**config.mk**
```make
export PLATFORM = sky130hd
export DESIGN_NAME = fpa_mul
export DESIGN_NICKNAME = d
export VERILOG_FILES = /design/src/fixed_point_q24_8_alu_assert.svh /design/src/fpa_pkg.sv /design/src/fpa_mul.sv
export SDC_FILE = /design/constraint.sdc
export NUM_CORES = 2
export LEC_CHECK = 0
export BUFFER_PORTS_ARGS = -buffer_cell sky130_fd_sc_hd__buf_2
export CORE_MARGIN = 2
export CORE_UTILIZATION = 60
export DETAILED_ROUTE_END_ITERATION = 12
export HOLD_SLACK_MARGIN = 0.06
export PLACE_DENSITY_LB_ADDON = 0.15
export REMOVE_ABC_BUFFERS = 1
export SLEW_MARGIN = 20
export SYNTH_ARGS = -nofsm -noshare
export SYNTH_HDL_FRONTEND = slang
export SYNTH_SLANG_ARGS = --single-unit
```
**constraint.sdc**
```tcl
create_clock -name clk -period 6.98 [get_ports clk]
set_input_delay 0.349 -clock clk [delete_from_list [all_inputs] [get_ports clk]]
set_output_delay 0.349 -clock clk [all_outputs]
set_load 0.02 [all_outputs]
```
**src/fixed_point_q24_8_alu_assert.svh**
```systemverilog
// assertion macros for the fixed-point alu
// used by the top level; expects clk and arst_n in scope
`ifndef FIXED_POINT_Q24_8_ALU_ASSERT_SVH
`define FIXED_POINT_Q24_8_ALU_ASSERT_SVH

// same-cycle implication, disabled while in reset
`define FPA_ASSERT_NOW(lbl, ante, cons) \
	lbl: assert property (@(posedge clk) disable iff (!arst_n) (ante) |-> (cons)) \
		else $error("fixed-point alu assertion failed");

// next-cycle implication, disabled while in reset
`define FPA_ASSERT_NEXT(lbl, ante, cons) \
	lbl: assert property (@(posedge clk) disable iff (!arst_n) (ante) |=> (cons)) \
		else $error("fixed-point alu assertion failed");

`endif

```
**src/fpa_pkg.sv**
```systemverilog
// shared constants, opcodes and types for the fixed-point alu
// no dependencies
package fpa_pkg;

	localparam int DATA_W = 32;
	localparam int OP_W = 4;
	localparam int FRACTION_BITS_DEF = 8;

	localparam logic [OP_W-1:0] OP_ADD      = 4'd0;
	localparam logic [OP_W-1:0] OP_SUB      = 4'd1;
	localparam logic [OP_W-1:0] OP_MUL      = 4'd2;
	localparam logic [OP_W-1:0] OP_DIV      = 4'd3;
	localparam logic [OP_W-1:0] OP_GT       = 4'd4;
	localparam logic [OP_W-1:0] OP_LT       = 4'd5;
	localparam logic [OP_W-1:0] OP_GE       = 4'd6;
	localparam logic [OP_W-1:0] OP_LE       = 4'd7;
	localparam logic [OP_W-1:0] OP_EQ       = 4'd8;
	localparam logic [OP_W-1:0] OP_NE       = 4'd9;
	localparam logic [OP_W-1:0] OP_MIN      = 4'd10;
	localparam logic [OP_W-1:0] OP_MAX      = 4'd11;
	localparam logic [OP_W-1:0] OP_INC      = 4'd12;
	localparam logic [OP_W-1:0] OP_DEC      = 4'd13;
	localparam logic [OP_W-1:0] OP_TO_INT   = 4'd14;
	localparam logic [OP_W-1:0] OP_FROM_INT = 4'd15;

	// per-item side data that rides along the divider stages
	typedef struct packed {
		logic [OP_W-1:0]   op;
		logic [DATA_W-1:0] res;
		logic              flag;
		logic              dz;
		logic              neg;
	} fpa_side_t;

	function automatic logic [DATA_W-1:0] apply_sign(input logic [DATA_W-1:0] mag,
		input logic neg);
		return neg ? (DATA_W'(0) - mag) : mag;
	endfunction

endpackage

```
**src/fpa_mul.sv**
```systemverilog
// registered 32x32 magnitude multiplier, keeps the scaled low word
// depends on fpa_pkg
module fpa_mul #(
	parameter int FRACTION_BITS = fpa_pkg::FRACTION_BITS_DEF
) (
	input  logic                       clk,
	input  logic                       en,
	input  logic [fpa_pkg::DATA_W-1:0] mag_a,
	input  logic [fpa_pkg::DATA_W-1:0] mag_b,
	output logic [fpa_pkg::DATA_W-1:0] prod_s2
);

	logic [2*fpa_pkg::DATA_W-1:0] prod;

	assign prod = {{fpa_pkg::DATA_W{1'b0}}, mag_a} * {{fpa_pkg::DATA_W{1'b0}}, mag_b};

	always_ff @(posedge clk) begin
		if (en) begin
			prod_s2 <= prod[FRACTION_BITS +: fpa_pkg::DATA_W];
		end
	end

endmodule

```
==> parameters.txt <==
Parameter                              Value

Run status
  Run status    completed

CTS
  Cell at the root of the clock tree    sky130_fd_sc_hd__clkbuf_16
  Clock net sink count    32
  CTS tree    done
  Hold-fix buffer count after cts    0
  Max H-tree Level    2
  Worst-case clock buffer depth    2
  Clock-pin slew on the worst setup and hold paths    50 ps
  TritonCTS buffer count    5

Timing
  Share of the clock period used by the worst path after layout    98.7%
  Setup violators final    0
  Final TNS setup    0 ps
  Worst hold slack after final layout    733 ps
  Transition time at the pin with the least slew margin    886 ps
  Number of hold-slack violations in the final timing report    0
  Slew Limit Headroom    40.9%
  Final critical delay including setup and external delays    6890 ps
  Fmax achieved    145 MHz
  Count of final max-slew check failures    0
  Setup repair after global routing missed its margin    true

Critical path
  Most common cell on crit path    sky130_fd_sc_hd__fa_1
  Critical Path, Cell by Cell    clkbuf_4 -> buf_12 -> and2_1 -> fa_1 -> inv_1 -> fa_1 -> fa_1 -> fa_1 -> inv_1 -> fa_1 -> fa_1 -> fa_1 -> fa_1 -> ha_4 -> buf_4 -> nand4_1 -> nor3_4 -> o211ai_1 -> buf_4 -> a21boi_2 -> o21ai_0 -> a211oi_1
  Required time worst endpoint    7100 ps
  Crit path max-delay cell type    sky130_fd_sc_hd__fa_1
  Arrival time reported for the critical path endpoint    7000 ps
  Highest fanout seen on the critical path    15
  Class of the most critical setup path    primary input to flip-flop
  Sort of element at the start of the critical path    primary input
  Delay of the slowest cell on the worst path    600 ps
  Crit end category    flip-flop

Floorplanning
  Die Width    202 µm
  IO Count    98
  Die Y    202 µm
  Core outline area    38600 µm²
  Die area    40800 µm²
  Initial Utilization    60.8%
  Placement Rows    72

Global routing
  Pin count of the biggest net entering global routing    33
  Global-route wire length before repair    103000 µm
  Global routing usage summed across all routing layers    32.7%
  Number of antenna violations at the first check in global routing    2
  GR Overflow Total    0
  Via count of the first global-routing pass    19176

Cells and area
  NumNets Final    3517
  Number of filler cells placed in the layout    3090
  Share of final-layout standard cells stronger than drive strength 1    11.5%
  Number of cells in the finished layout apart from fillers    3207
  Biggest registers after layout    prod_s2 (32)
  End-of-flow core utilization    67.3%
  Largest reg by FF count    prod_s2
  Multi-input combinational cell area    19800 µm²
  Register cell area after layout    961 µm²
  Area added between synthesis and finish    10.6%
  Flip-flop count of the largest register, all copies and words added    32

Detailed routing
  Antenna-violating nets left    0
  Detailed-route wire length per cell    19.3 µm
  DR vias/cell    5.35
  Number of vias after detailed routing    17160
  DRC viols    0
  First DRT Iteration DRCs    1182
  Total routed wirelength    62000 µm
  Detailed Routing Iterations Pass 1    5

Placement
  Global placer's final weighted congestion    0.965
  Detailed Place HPWL    55100 µm
  Placed cell count    3196
  Number of buffers inserted by port buffering    97

Logic synthesis
  #FFs+latches synth    32
  Async set-reset flop share out of synthesis    0%
  Yosys warns    0
  Most frequently used flop master after synthesis    sky130_fd_sc_hd__edfxtp_1
  Number of library cell types mapped by synthesis    40
  Sequential fraction of the synthesis area    4.09%
  Count of flip-flops with a built-in enable after synthesis    32
  Combined area of all synthesized cells    23500 µm²
  Count of mapped cells out of synthesis    2542
  Post-Syn Area per Cell    9.24 µm²

Hold path
  HP Class    primary input to flip-flop

Job
  Max-capacitance violation count    0
metrics by stage:
stage | setup slack [ps] | instance area (µm²)
3_3_place_gp | -935 | 25600
5_1_grt | -93.5 | 26000
4_1_cts | 42.0 | 25700
2_1_floorplan | 391 | 23000
6_report | 92.7 | 26000
3_5_place_dp | -989 | 25600
worst max-delay path, delay by kind of cell:
family	cells	cell delay, ps
AOI/OAI and AO/OA	4	650
buffers and inverters	6	810
adders and majority gates	9	4430
and+or+nand+nor	3	740
layer usage:
| metal | vias up | track usage, % | wire length [µm] |
|---|---|---|---|
| met1 | 8969 | 44.5 | 25900 |
| li1 | 7510 | - | - |
| met3 | 100 | 5.55 | 4000 |
| met4 | 0 | 9.16 | 1840 |
| met2 | 581 | 54.5 | 30200 |
| met5 | - | 0 | 0 |
layout by cell type (no fill, tap or decap), types with 3 or more instances in the layout:
cell type | Yosys | layout
sky130_fd_sc_hd__inv_1 | 632 | 632
sky130_fd_sc_hd__fa_1 | 623 | 620
sky130_fd_sc_hd__and2_1 | 400 | 399
sky130_fd_sc_hd__nand2_1 | 360 | 360
sky130_fd_sc_hd__buf_4 | 0 | 158
sky130_fd_sc_hd__ha_1 | 141 | 132
sky130_fd_sc_hd__buf_2 | 0 | 81
sky130_fd_sc_hd__xnor2_1 | 59 | 59
sky130_fd_sc_hd__edfxtp_1 | 32 | 32
sky130_fd_sc_hd__a21oi_1 | 25 | 20
sky130_fd_sc_hd__a21o_1 | 17 | 17
sky130_fd_sc_hd__xor2_1 | 16 | 16
sky130_fd_sc_hd__nor2_1 | 15 | 15
sky130_fd_sc_hd__o21ai_0 | 15 | 13
sky130_fd_sc_hd__clkbuf_4 | 0 | 11
sky130_fd_sc_hd__buf_12 | 0 | 11
sky130_fd_sc_hd__nand3_1 | 10 | 10
sky130_fd_sc_hd__buf_6 | 0 | 10
sky130_fd_sc_hd__ha_4 | 0 | 8
sky130_fd_sc_hd__nand4_1 | 7 | 7
sky130_fd_sc_hd__o21bai_1 | 6 | 6
sky130_fd_sc_hd__nor3_1 | 6 | 5
sky130_fd_sc_hd__clkbuf_16 | 0 | 5
sky130_fd_sc_hd__a21oi_2 | 0 | 4
sky130_fd_sc_hd__o21a_1 | 4 | 4
sky130_fd_sc_hd__a211oi_1 | 4 | 4
sky130_fd_sc_hd__and3_1 | 3 | 3
sky130_fd_sc_hd__or2_2 | 3 | 3
sky130_fd_sc_hd__o21ai_1 | 3 | 3
sky130_fd_sc_hd__o211ai_1 | 3 | 3
sky130_fd_sc_hd__nor2b_1 | 3 | 3
sky130_fd_sc_hd__fa_2 | 0 | 3
repair_timing:
item                                   in CTS  in global routing
endpoints found under the hold margin       0                  0
gates resized for setup                     8                 53
setup buffers                               1                  1
pin swaps                                   2                 18
setup endpoints to repair                   9                 14
cells by family after synthesis:
| group | share of synthesized area (%) |
|---|---|
| AND/OR/NAND/NOR | 17.6 |
| buffers and inverters | 12.2 |
| adder cells (fa/ha/maj) | 60.6 |
| AO/OA/AOI/OAI | 2.74 |
| XOR/XNOR | 2.80 |
| flip-flops | 4.09 |
area by class of cell:
cell class	instances	area share (%)
repair buffers	272	7.78
flip-flops and latches	32	3.70
inverters	632	9.13
well taps	518	2.49
multi-input cells	1744	76.4
clock buffers	7	0.510
clock inverters	1	0.0144
diodes	1	0.00963
synth_stat cells, drive strengths merged (2+ instances only):
| master | n | share of area, % |
|---|---|---|
| a211oi | 5 | 0.21 |
| fa | 623 | 53 |
| a21oi | 26 | 0.60 |
| a221o | 2 | 0.085 |
| a31oi | 2 | 0.053 |
| inv | 632 | 10 |
| ha | 141 | 7.5 |
| nand3 | 10 | 0.21 |
| nor3 | 6 | 0.13 |
| a32oi | 2 | 0.075 |
| nand2 | 360 | 5.8 |
| clkbuf | 133 | 2.1 |
| and4 | 2 | 0.075 |
| or2 | 3 | 0.080 |
| o21bai | 6 | 0.19 |
| xor2 | 16 | 0.60 |
| nor2b | 3 | 0.080 |
| xnor2 | 59 | 2.2 |
| o21ai | 18 | 0.38 |
| o21a | 4 | 0.13 |
| nand2b | 2 | 0.053 |
| and3 | 3 | 0.080 |
| nand4 | 7 | 0.19 |
| o221ai | 2 | 0.13 |
| and2 | 400 | 11 |
| a21o | 17 | 0.54 |
| edfxtp | 32 | 4.1 |
| o211ai | 3 | 0.096 |
| nor2 | 15 | 0.24 |
worst paths after layout:
| kind | from | depth (start not counted) | slack, ps | end |
|---|---|---|---|---|
| setup / recovery | mag_b[11] | 22 | 90 | prod_s2[26] |
| hold / removal | en | 1 | 730 | prod_s2[31] |
Power is not shown: default switching activity piles up to over one toggle a cycle in this logic, so the estimate is an artifact.
