--- config.mk ---
export PLATFORM = sky130hd
export DESIGN_NAME = fpa_front
export DESIGN_NICKNAME = d
export VERILOG_FILES = /design/src/fixed_point_q24_8_alu_assert.svh /design/src/fpa_pkg.sv /design/src/fpa_front.sv
export SDC_FILE = /design/constraint.sdc
export NUM_CORES = 1
export LEC_CHECK = 0
export BUFFER_PORTS_ARGS = -buffer_cell sky130_fd_sc_hd__buf_2
export CELL_PAD_IN_SITES_DETAIL_PLACEMENT = 0
export CELL_PAD_IN_SITES_GLOBAL_PLACEMENT = 1
export CORE_ASPECT_RATIO = 0.6
export CORE_UTILIZATION = 38
export DETAILED_ROUTE_END_ITERATION = 16
export PLACE_DENSITY_LB_ADDON = 0.1
export SYNTH_ARGS = -nofsm -noshare
export SYNTH_HDL_FRONTEND = slang
export SYNTH_SLANG_ARGS = --single-unit
--- constraint.sdc ---
create_clock -name clk -period 14.9 [get_ports clk]
set_clock_uncertainty 0.1 [all_clocks]
set_input_delay 3.725 -clock clk [delete_from_list [all_inputs] [get_ports clk]]
set_output_delay 3.725 -clock clk [all_outputs]
set_load 0.02 [all_outputs]
--- src/fixed_point_q24_8_alu_assert.svh ---
// assertion macros for the fixed-point alu
// used by the top level; expects clk and arst_n in scope
`ifndef FIXED_POINT_Q24_8_ALU_ASSERT_SVH
`define FIXED_POINT_Q24_8_ALU_ASSERT_SVH

// same-cycle implication, disabled while in reset
`define FPA_ASSERT_NOW(lbl, ante, cons) \
	lbl: assert property (@(posedge clk) disable iff (!arst_n) (ante) |-> (cons)) \
		else $error("fixed-point alu assertion failed");

// next-cycle implication, disabled while in reset
`define FPA_ASSERT_NEXT(lbl, ante, cons) \
	lbl: assert property (@(posedge clk) disable iff (!arst_n) (ante) |=> (cons)) \
		else $error("fixed-point alu assertion failed");

`endif

--- src/fpa_pkg.sv ---
// shared constants, opcodes and types for the fixed-point alu
// no dependencies
package fpa_pkg;

	localparam int DATA_W = 32;
	localparam int OP_W = 4;
	localparam int FRACTION_BITS_DEF = 8;

	localparam logic [OP_W-1:0] OP_ADD      = 4'd0;
	localparam logic [OP_W-1:0] OP_SUB      = 4'd1;
	localparam logic [OP_W-1:0] OP_MUL      = 4'd2;
	localparam logic [OP_W-1:0] OP_DIV      = 4'd3;
	localparam logic [OP_W-1:0] OP_GT       = 4'd4;
	localparam logic [OP_W-1:0] OP_LT       = 4'd5;
	localparam logic [OP_W-1:0] OP_GE       = 4'd6;
	localparam logic [OP_W-1:0] OP_LE       = 4'd7;
	localparam logic [OP_W-1:0] OP_EQ       = 4'd8;
	localparam logic [OP_W-1:0] OP_NE       = 4'd9;
	localparam logic [OP_W-1:0] OP_MIN      = 4'd10;
	localparam logic [OP_W-1:0] OP_MAX      = 4'd11;
	localparam logic [OP_W-1:0] OP_INC      = 4'd12;
	localparam logic [OP_W-1:0] OP_DEC      = 4'd13;
	localparam logic [OP_W-1:0] OP_TO_INT   = 4'd14;
	localparam logic [OP_W-1:0] OP_FROM_INT = 4'd15;

	// per-item side data that rides along the divider stages
	typedef struct packed {
		logic [OP_W-1:0]   op;
		logic [DATA_W-1:0] res;
		logic              flag;
		logic              dz;
		logic              neg;
	} fpa_side_t;

	function automatic logic [DATA_W-1:0] apply_sign(input logic [DATA_W-1:0] mag,
		input logic neg);
		return neg ? (DATA_W'(0) - mag) : mag;
	endfunction

endpackage

--- src/fpa_front.sv ---
// first stage: decode, magnitudes, compares and the operations that need no multiplier or divider
// depends on fpa_pkg
module fpa_front #(
	parameter int FRACTION_BITS = fpa_pkg::FRACTION_BITS_DEF
) (
	input  logic                           clk,
	input  logic                           en,
	input  logic [fpa_pkg::OP_W-1:0]       req_type,
	input  logic signed [fpa_pkg::DATA_W-1:0] operand_a,
	input  logic signed [fpa_pkg::DATA_W-1:0] operand_b,
	output fpa_pkg::fpa_side_t             side_s1,
	output logic [fpa_pkg::DATA_W-1:0]     mag_a_s1,
	output logic [fpa_pkg::DATA_W-1:0]     mag_b_s1
);

	logic [fpa_pkg::DATA_W-1:0] ua, ub, mag_a, mag_b;
	logic lt, eq, gt;
	fpa_pkg::fpa_side_t side;

	assign ua = operand_a;
	assign ub = operand_b;
	assign mag_a = fpa_pkg::apply_sign(ua, ua[fpa_pkg::DATA_W-1]);
	assign mag_b = fpa_pkg::apply_sign(ub, ub[fpa_pkg::DATA_W-1]);
	assign lt = operand_a < operand_b;
	assign eq = ua == ub;
	assign gt = !lt && !eq;

	always_comb begin
		side.op = req_type;
		side.res = '0;
		side.flag = 1'b0;
		side.dz = (req_type == fpa_pkg::OP_DIV) && (ub == '0);
		side.neg = ua[fpa_pkg::DATA_W-1] ^ ub[fpa_pkg::DATA_W-1];
		case (req_type)
			fpa_pkg::OP_ADD:      side.res = ua + ub;
			fpa_pkg::OP_SUB:      side.res = ua - ub;
			fpa_pkg::OP_GT:       side.flag = gt;
			fpa_pkg::OP_LT:       side.flag = lt;
			fpa_pkg::OP_GE:       side.flag = !lt;
			fpa_pkg::OP_LE:       side.flag = lt || eq;
			fpa_pkg::OP_EQ:       side.flag = eq;
			fpa_pkg::OP_NE:       side.flag = !eq;
			fpa_pkg::OP_MIN:      side.res = lt ? ua : ub;
			fpa_pkg::OP_MAX:      side.res = gt ? ua : ub;
			fpa_pkg::OP_INC:      side.res = ua + fpa_pkg::DATA_W'(1);
			fpa_pkg::OP_DEC:      side.res = ua - fpa_pkg::DATA_W'(1);
			fpa_pkg::OP_TO_INT:
				side.res = fpa_pkg::apply_sign(mag_a >> FRACTION_BITS, ua[fpa_pkg::DATA_W-1]);
			fpa_pkg::OP_FROM_INT: side.res = ua << FRACTION_BITS;
			default:              side.res = '0;
		endcase
	end

	always_ff @(posedge clk) begin
		if (en) begin
			side_s1 <= side;
			mag_a_s1 <= mag_a;
			mag_b_s1 <= mag_b;
		end
	end

endmodule

==> impl_metrics.toml, run 1 <==
[outcome]
status = "finished, final reports clean"

[timing]
max_freq_mhz = 103
slew_violations = 0
hold_viol = 0
tightest_slew_ns = 1.10
tns_ns = 0
rsz0062_at_grt = "no"
min_period_over_period_pct = 65.2
fin_crit_ns = 9.72
maxSlewHeadroom_pct = 26.7
setup_viol = 0

[clocking]
cts_root_buffer = "clkbuf_16"
cts_hold_buffers = 0
cts-htree-levels = 3
clkTransAtPathRegs_ns = 0.09
cts-resized-gates = 0
cts.sinks = 103
clockBufferDepth = 2
cts_tree = "yes"
numCtsBuffers = 9
cts_setup_buffers = 0

[yosys]
synth_cell_types = 94
synth-edff-count = 103
ys_ff_latch = 103
synthArstFlopShare_pct = 0
syn_area_um2 = 10300
synthCells = 1172
ys_seq_area_share_pct = 30.0
synth_flop_cell = "edfxtp_1"
syn_area_per_cell_um2 = 8.79
ys.warnings.count = 0
synth_nets = 1312

[route]
ant_nets = 0
totalWireLength_mm = 41.6
drt_iter0_drc = 1248
wl_met2_mm = 14.3
wl_per_cell_um = 24.7
dr_wl_met3_mm = 5.52
viasPerCell = 6.03
firstDrtPassIters = 6
via_count = 10141
drc = 0
top_layer = "met5"
wl_met1_mm = 21.2

[power_and_ir_drop]
vdd_ir_drop_max_mv = 0.0828
cellLeakagePower_uw = 0.00462
switching_share_pct = 39.9
internal_power_uw = 619
seq_power_share_pct = 35.8
power_switching_uw = 410
p_clk_share_pct = 24.3
powerDensity_nw_per_um2 = 87.6
total_power_uw = 1030
combPwrFrac_pct = 39.9

[floorplan]
rows = 46
die_area_um2 = 27800
die_y_um = 130
start_util_pct = 38.8
dieWidth_um = 215
coreArea_um2 = 26500
ios = 173

[worst_setup_path]
crit_start = "operand_b[1]"
cp.required_ns = 14.93
critical_path_arrival_ns = 9.75
crit_type = "in2reg"
startpoint_type = "input pin"
crit_path_max_fanout = 6
endpoint_kind = "register"

[hold_path]
min-delay-start = "operand_b[0]"
hold_class = "in2reg"

[placement]
io_buffers = 172
place_hpwl_mm = 32.1
placed_area_um2 = 11500
globalplace.congestion = 0.970

[global_routing]
grt_pass1_vias = 8972
gr-total-overflow = 0
antenna_found_initial = 0
grt_pass1_wl_mm = 60.0
grt_max_degree = 67
grt_util_all_layers_pct = 29.6

[cells_and_area]
drive_gt1_share_pct = 18.0
finalNetCount = 1456
area_delta_synth_final_pct = 14.0
design_area_um2 = 11800

[job]
drv_cap = 0
## cells in the final DEF (no fill, tap or decap), types with 10 or more instances in the layout
cell,instances
buf_4,13
nand2b_1,17
nand2_1,117
buf_2,171
a21oi_1,80
nand4_1,15
xor2_1,30
nor3_1,30
a21o_1,23
nor4_1,11
o211ai_1,14
o21ai_0,59
nor2_1,62
o31ai_1,14
o21a_1,13
nand3_1,31
a31oi_1,10
edfxtp_1,103
or3_1,21
a221oi_1,13
a222oi_1,19
xnor2_1,123
ha_1,68
inv_1,62
o41ai_1,12
## worst paths after layout
check	cells after the start	to
max	21	side_s1[31]
min	1	mag_b_s1[0]
## Yosys cell counts (4+ instances only)
| master | instances | area, um2 |
|---|---|---|
| a211oi_1 | 7 | 52.6 |
| a21boi_0 | 6 | 45.0 |
| a21o_1 | 23 | 173 |
| a21oi_1 | 80 | 400 |
| a221o_1 | 6 | 60.1 |
| a221oi_1 | 13 | 114 |
| a222oi_1 | 19 | 190 |
| a22oi_1 | 8 | 60.1 |
| a31oi_1 | 10 | 62.6 |
| and2_1 | 6 | 37.5 |
| and3_1 | 8 | 50.1 |
| buf_1 | 4 | 15.0 |
| clkbuf_1 | 34 | 128 |
| clkbuf_8 | 5 | 68.8 |
| edfxtp_1 | 103 | 3090 |
| ha_1 | 68 | 851 |
| inv_1 | 62 | 233 |
| mux2i_1 | 4 | 40.0 |
| nand2_1 | 117 | 439 |
| nand2b_1 | 17 | 106 |
| nand3_1 | 31 | 155 |
| nand3b_1 | 5 | 37.5 |
| nand4_1 | 15 | 93.8 |
| nand4b_1 | 4 | 35.0 |
| nor2_1 | 63 | 236 |
| nor2b_1 | 6 | 37.5 |
| nor3_1 | 30 | 150 |
| nor4_1 | 11 | 68.8 |
| nor4b_1 | 4 | 35.0 |
| o2111ai_1 | 9 | 78.8 |
| o211ai_1 | 14 | 105 |
| o21a_1 | 13 | 97.6 |
| o21ai_0 | 59 | 295 |
| o21bai_1 | 5 | 37.5 |
| o22ai_1 | 9 | 56.3 |
| o31a_1 | 4 | 35.0 |
| o31ai_1 | 14 | 105 |
| o41ai_1 | 12 | 105 |
| or2_2 | 9 | 56.3 |
| or3_1 | 21 | 131 |
| or4_1 | 7 | 52.6 |
| xnor2_1 | 123 | 1080 |
| xor2_1 | 30 | 263 |
## cell type report
type | count | area [um2]
Sequential cell | 103 | 3090
Timing Repair Buffer | 184 | 953
Fill cell | 2669 | 14800
Clock buffer | 9 | 225
Tap cell | 360 | 450
Clock inverter | 7 | 66.3
Antenna cell | 1 | 2.50
Inverter | 63 | 236
Multi-Input combinational cell | 955 | 6720
## critical path, cell delays in order
cell       delay [ns]
buf_2            0.10
inv_1            0.14
ha_1             0.27
or3b_2           0.54
or3_1            0.38
nand2b_1         0.23
or4_1            0.48
or3_1            0.39
or3_1            0.39
or3_1            0.37
xnor2_1          0.15
a21oi_1          0.09
ha_1             0.37
a21o_1           0.24
a221o_1          0.39
a311o_1          0.33
a41oi_1          0.32
o21a_1           0.32
o21ai_0          0.19
xnor2_1          0.20
o2111ai_1        0.12
## state kept, by name, summed over array words and instances, names as in the netlist
signal,count
side_s1,39
mag_b_s1,32
mag_a_s1,32
## metrics by stage
stage                     utilization (%)  hold slack (ns)  setup WS [ns]  std cells
final                                44.3             3.45           5.18       1682
after floorplan                         -             3.72           5.65       1172
after global placement               43.2             3.84           4.98       1665
after detailed placement             43.2             3.85           4.85       1665
after CTS                            44.3             3.43           5.24       1681
after global routing                 44.3             3.44           4.83       1681
## power groups by stage
| stage | logic, uW | clock network, uW | registers (uW) |
|---|---|---|---|
| final | 411 | 250 | 368 |
| after global routing | 440 | 264 | 371 |
| after CTS | 401 | 258 | 369 |
| after detailed placement | 399 | 0 | 375 |
| after global placement | 400 | 0 | 375 |
| after floorplan | 220 | 0 | 415 |
## cells by family (layout without fill, tap and decap cells)
group | count (synthesis) | count (layout) | share of synthesized area (%)
xor+xnor | 153 | 153 | 13.0
flops | 103 | 103 | 30.0
other cells | 0 | 1 | 0
fa+ha+maj | 70 | 70 | 8.64
simple gates | 377 | 377 | 19.0
mux | 5 | 5 | 0.498
compound gates | 350 | 350 | 24.0
buf+inv | 114 | 263 | 4.94
## layer usage
| metal | vias up | GRT usage, % |
|---|---|---|
| met5 | - | 2.33 |
| met4 | 2 | 5.71 |
| met3 | 33 | 11.4 |
| met2 | 572 | 35.4 |
| met1 | 4785 | 47.2 |
| li1 | 4749 | - |
No activity file was read; power rests on OpenSTA's default activity.
==> run 2: changes to the inputs <==
==> constraint.sdc (replaced) <==
create_clock -name clk -period 10.15 [get_ports clk]
set_clock_uncertainty 0.1 [all_clocks]
set_input_delay 2.5375 -clock clk [delete_from_list [all_inputs] [get_ports clk]]
set_output_delay 2.5375 -clock clk [all_outputs]
set_load 0.02 [all_outputs]
==> run 2 against run 1 <==
Sequential power grew 47%. Power grew 47%. Combinational power grew 46%. Flip-flop and latch count is the same. Count of clock-buffer cells in the layout is the same. Utilization is the same. Non-clock buffer count is the same. Die area is the same. Final cell count is the same. Routed wire length shrank 0.22%. Highest routed layer is now met4.
==> impl_metrics.toml, run 2 (synthesis results as in run 1) <==
[clocking]
cts_setup_buffers = 0
numCtsBuffers = 9
clockBufferDepth = 2
clkTransAtPathRegs_ns = 0.09
cts-htree-levels = 3
cts-resized-gates = 0
cts_root_buffer = "clkbuf_16"
cts_hold_buffers = 0
cts_tree = "yes"
cts.sinks = 103

[hold_path]
min-delay-start = "operand_b[0]"
hold_class = "in2reg"

[global_routing]
grt_max_degree = 67
grt_util_all_layers_pct = 29.5
antenna_found_initial = 1
gr-total-overflow = 0
grt_pass1_wl_mm = 60.0
grt_pass1_vias = 8965

[worst_setup_path]
crit_slowest_cell = "or3b_2"
crit_type = "in2reg"
cpPeakStageDelay_ns = 0.53
crit_buf_inv = 2
crit_start = "operand_b[1]"
path_cells = "buf_2 -> inv_1 -> ha_1 -> or3b_2 -> or3_1 -> nand2b_1 -> or4_1 -> or3_1 -> or3_1 -> or3_1 -> xnor2_1 -> a21oi_1 -> ha_1 -> a21o_1 -> a221o_1 -> nor3b_1 -> o211ai_1 -> a41oi_1 -> o21a_1 -> o21ai_0 -> xnor2_1 -> o2111ai_1"
cpMostUsedCell = "or3_1"
cp.required_ns = 10.16
endpoint_kind = "register"
critPathTopFamily = "simple AND/OR/NAND/NOR gates"
critical_path_arrival_ns = 8.54
crit_path_max_fanout = 6
startpoint_type = "input pin"

[timing]
hold_viol = 0
slew_violations = 0
fin_crit_ns = 8.52
max_freq_mhz = 117
tns_ns = 0
tightest_slew_ns = 1.03
maxSlewHeadroom_pct = 31.4
min_period_over_period_pct = 84.0
whs_ns = 2.28
setup_slack_ns = 1.63
rsz0062_at_grt = "no"
setup_viol = 0

[placement]
place_hpwl_mm = 32.1
globalplace.congestion = 0.965
place_ws_ns = 1.29
io_buffers = 172

[floorplan]
start_util_pct = 38.8
die_area_um2 = 27800
coreArea_um2 = 26500
die_y_um = 130
ios = 173
rows = 46
dieWidth_um = 215

[power_and_ir_drop]
cellLeakagePower_uw = 0.00462
vdd_ir_drop_max_mv = 0.0741
powerDensity_nw_per_um2 = 128

[route]
firstDrtPassIters = 6
wl_per_cell_um = 24.7
via_count = 10171
viasPerCell = 6.05
totalWireLength_mm = 41.5
drt_iter0_drc = 1330
drc = 0
ant_nets = 0

[cells_and_area]
area_delta_synth_final_pct = 14.0
drive_gt1_share_pct = 18.0
top_regs = "side_s1 (39), mag_a_s1 (32), mag_b_s1 (32)"
layout_common_cells = "buf_2 (171), xnor2_1 (123), nand2_1 (117)"
largest-register = "side_s1"
finalNetCount = 1456
final_common_cell = "buf_2"
largest_reg_flops = 39

[job]
drv_cap = 0

[outcome]
status = "finished, final reports clean"
[run 2: stage by stage]
stage          instance area [um2]  power (uW)  utilization [%]  cells
6_report                     11800        1510             44.3   1682
5_1_grt                      11700        1580             44.3   1681
4_1_cts                      11700        1510             44.3   1681
3_5_place_dp                 11500        1140             43.2   1665
3_3_place_gp                 11500        1140             43.2   1665
2_1_floorplan                10300         933                -   1172
[run 2: layout make-up]
cell class              count  area, um2
repair buffers            184        953
fillers                  2641      14800
diodes                      1       2.50
multi-input cells         955       6720
well taps                 360        450
inverters                  63        236
flip-flops and latches    103       3090
clock inverters             7       66.3
clock buffers               9        225
[run 2: path summary, 6_finish.rpt]
| path | end | slack (ns) | cells after the start |
|---|---|---|---|
| worst max-delay path | side_s1[31] | 1.63 | 22 |
| worst min-delay path | mag_b_s1[0] | 2.28 | 1 |
[run 2: power breakdown]
part           switching, uW  internal (uW)  total, uW  leakage (uW)
sequential              14.7            527        541       0.00100
combinational            392            209        602       0.00348
clock                    193            173        365      0.000141
[run 2: layer usage]
metal / wire length, um / up-vias / track usage (%)
met4: 227 / 0 / 3.61
met5: 0 / - / 0
met1: 21100 / 4814 / 47.9
met3: 5590 / 17 / 10.1
li1: - / 4739 / -
met2: 14600 / 601 / 36.1
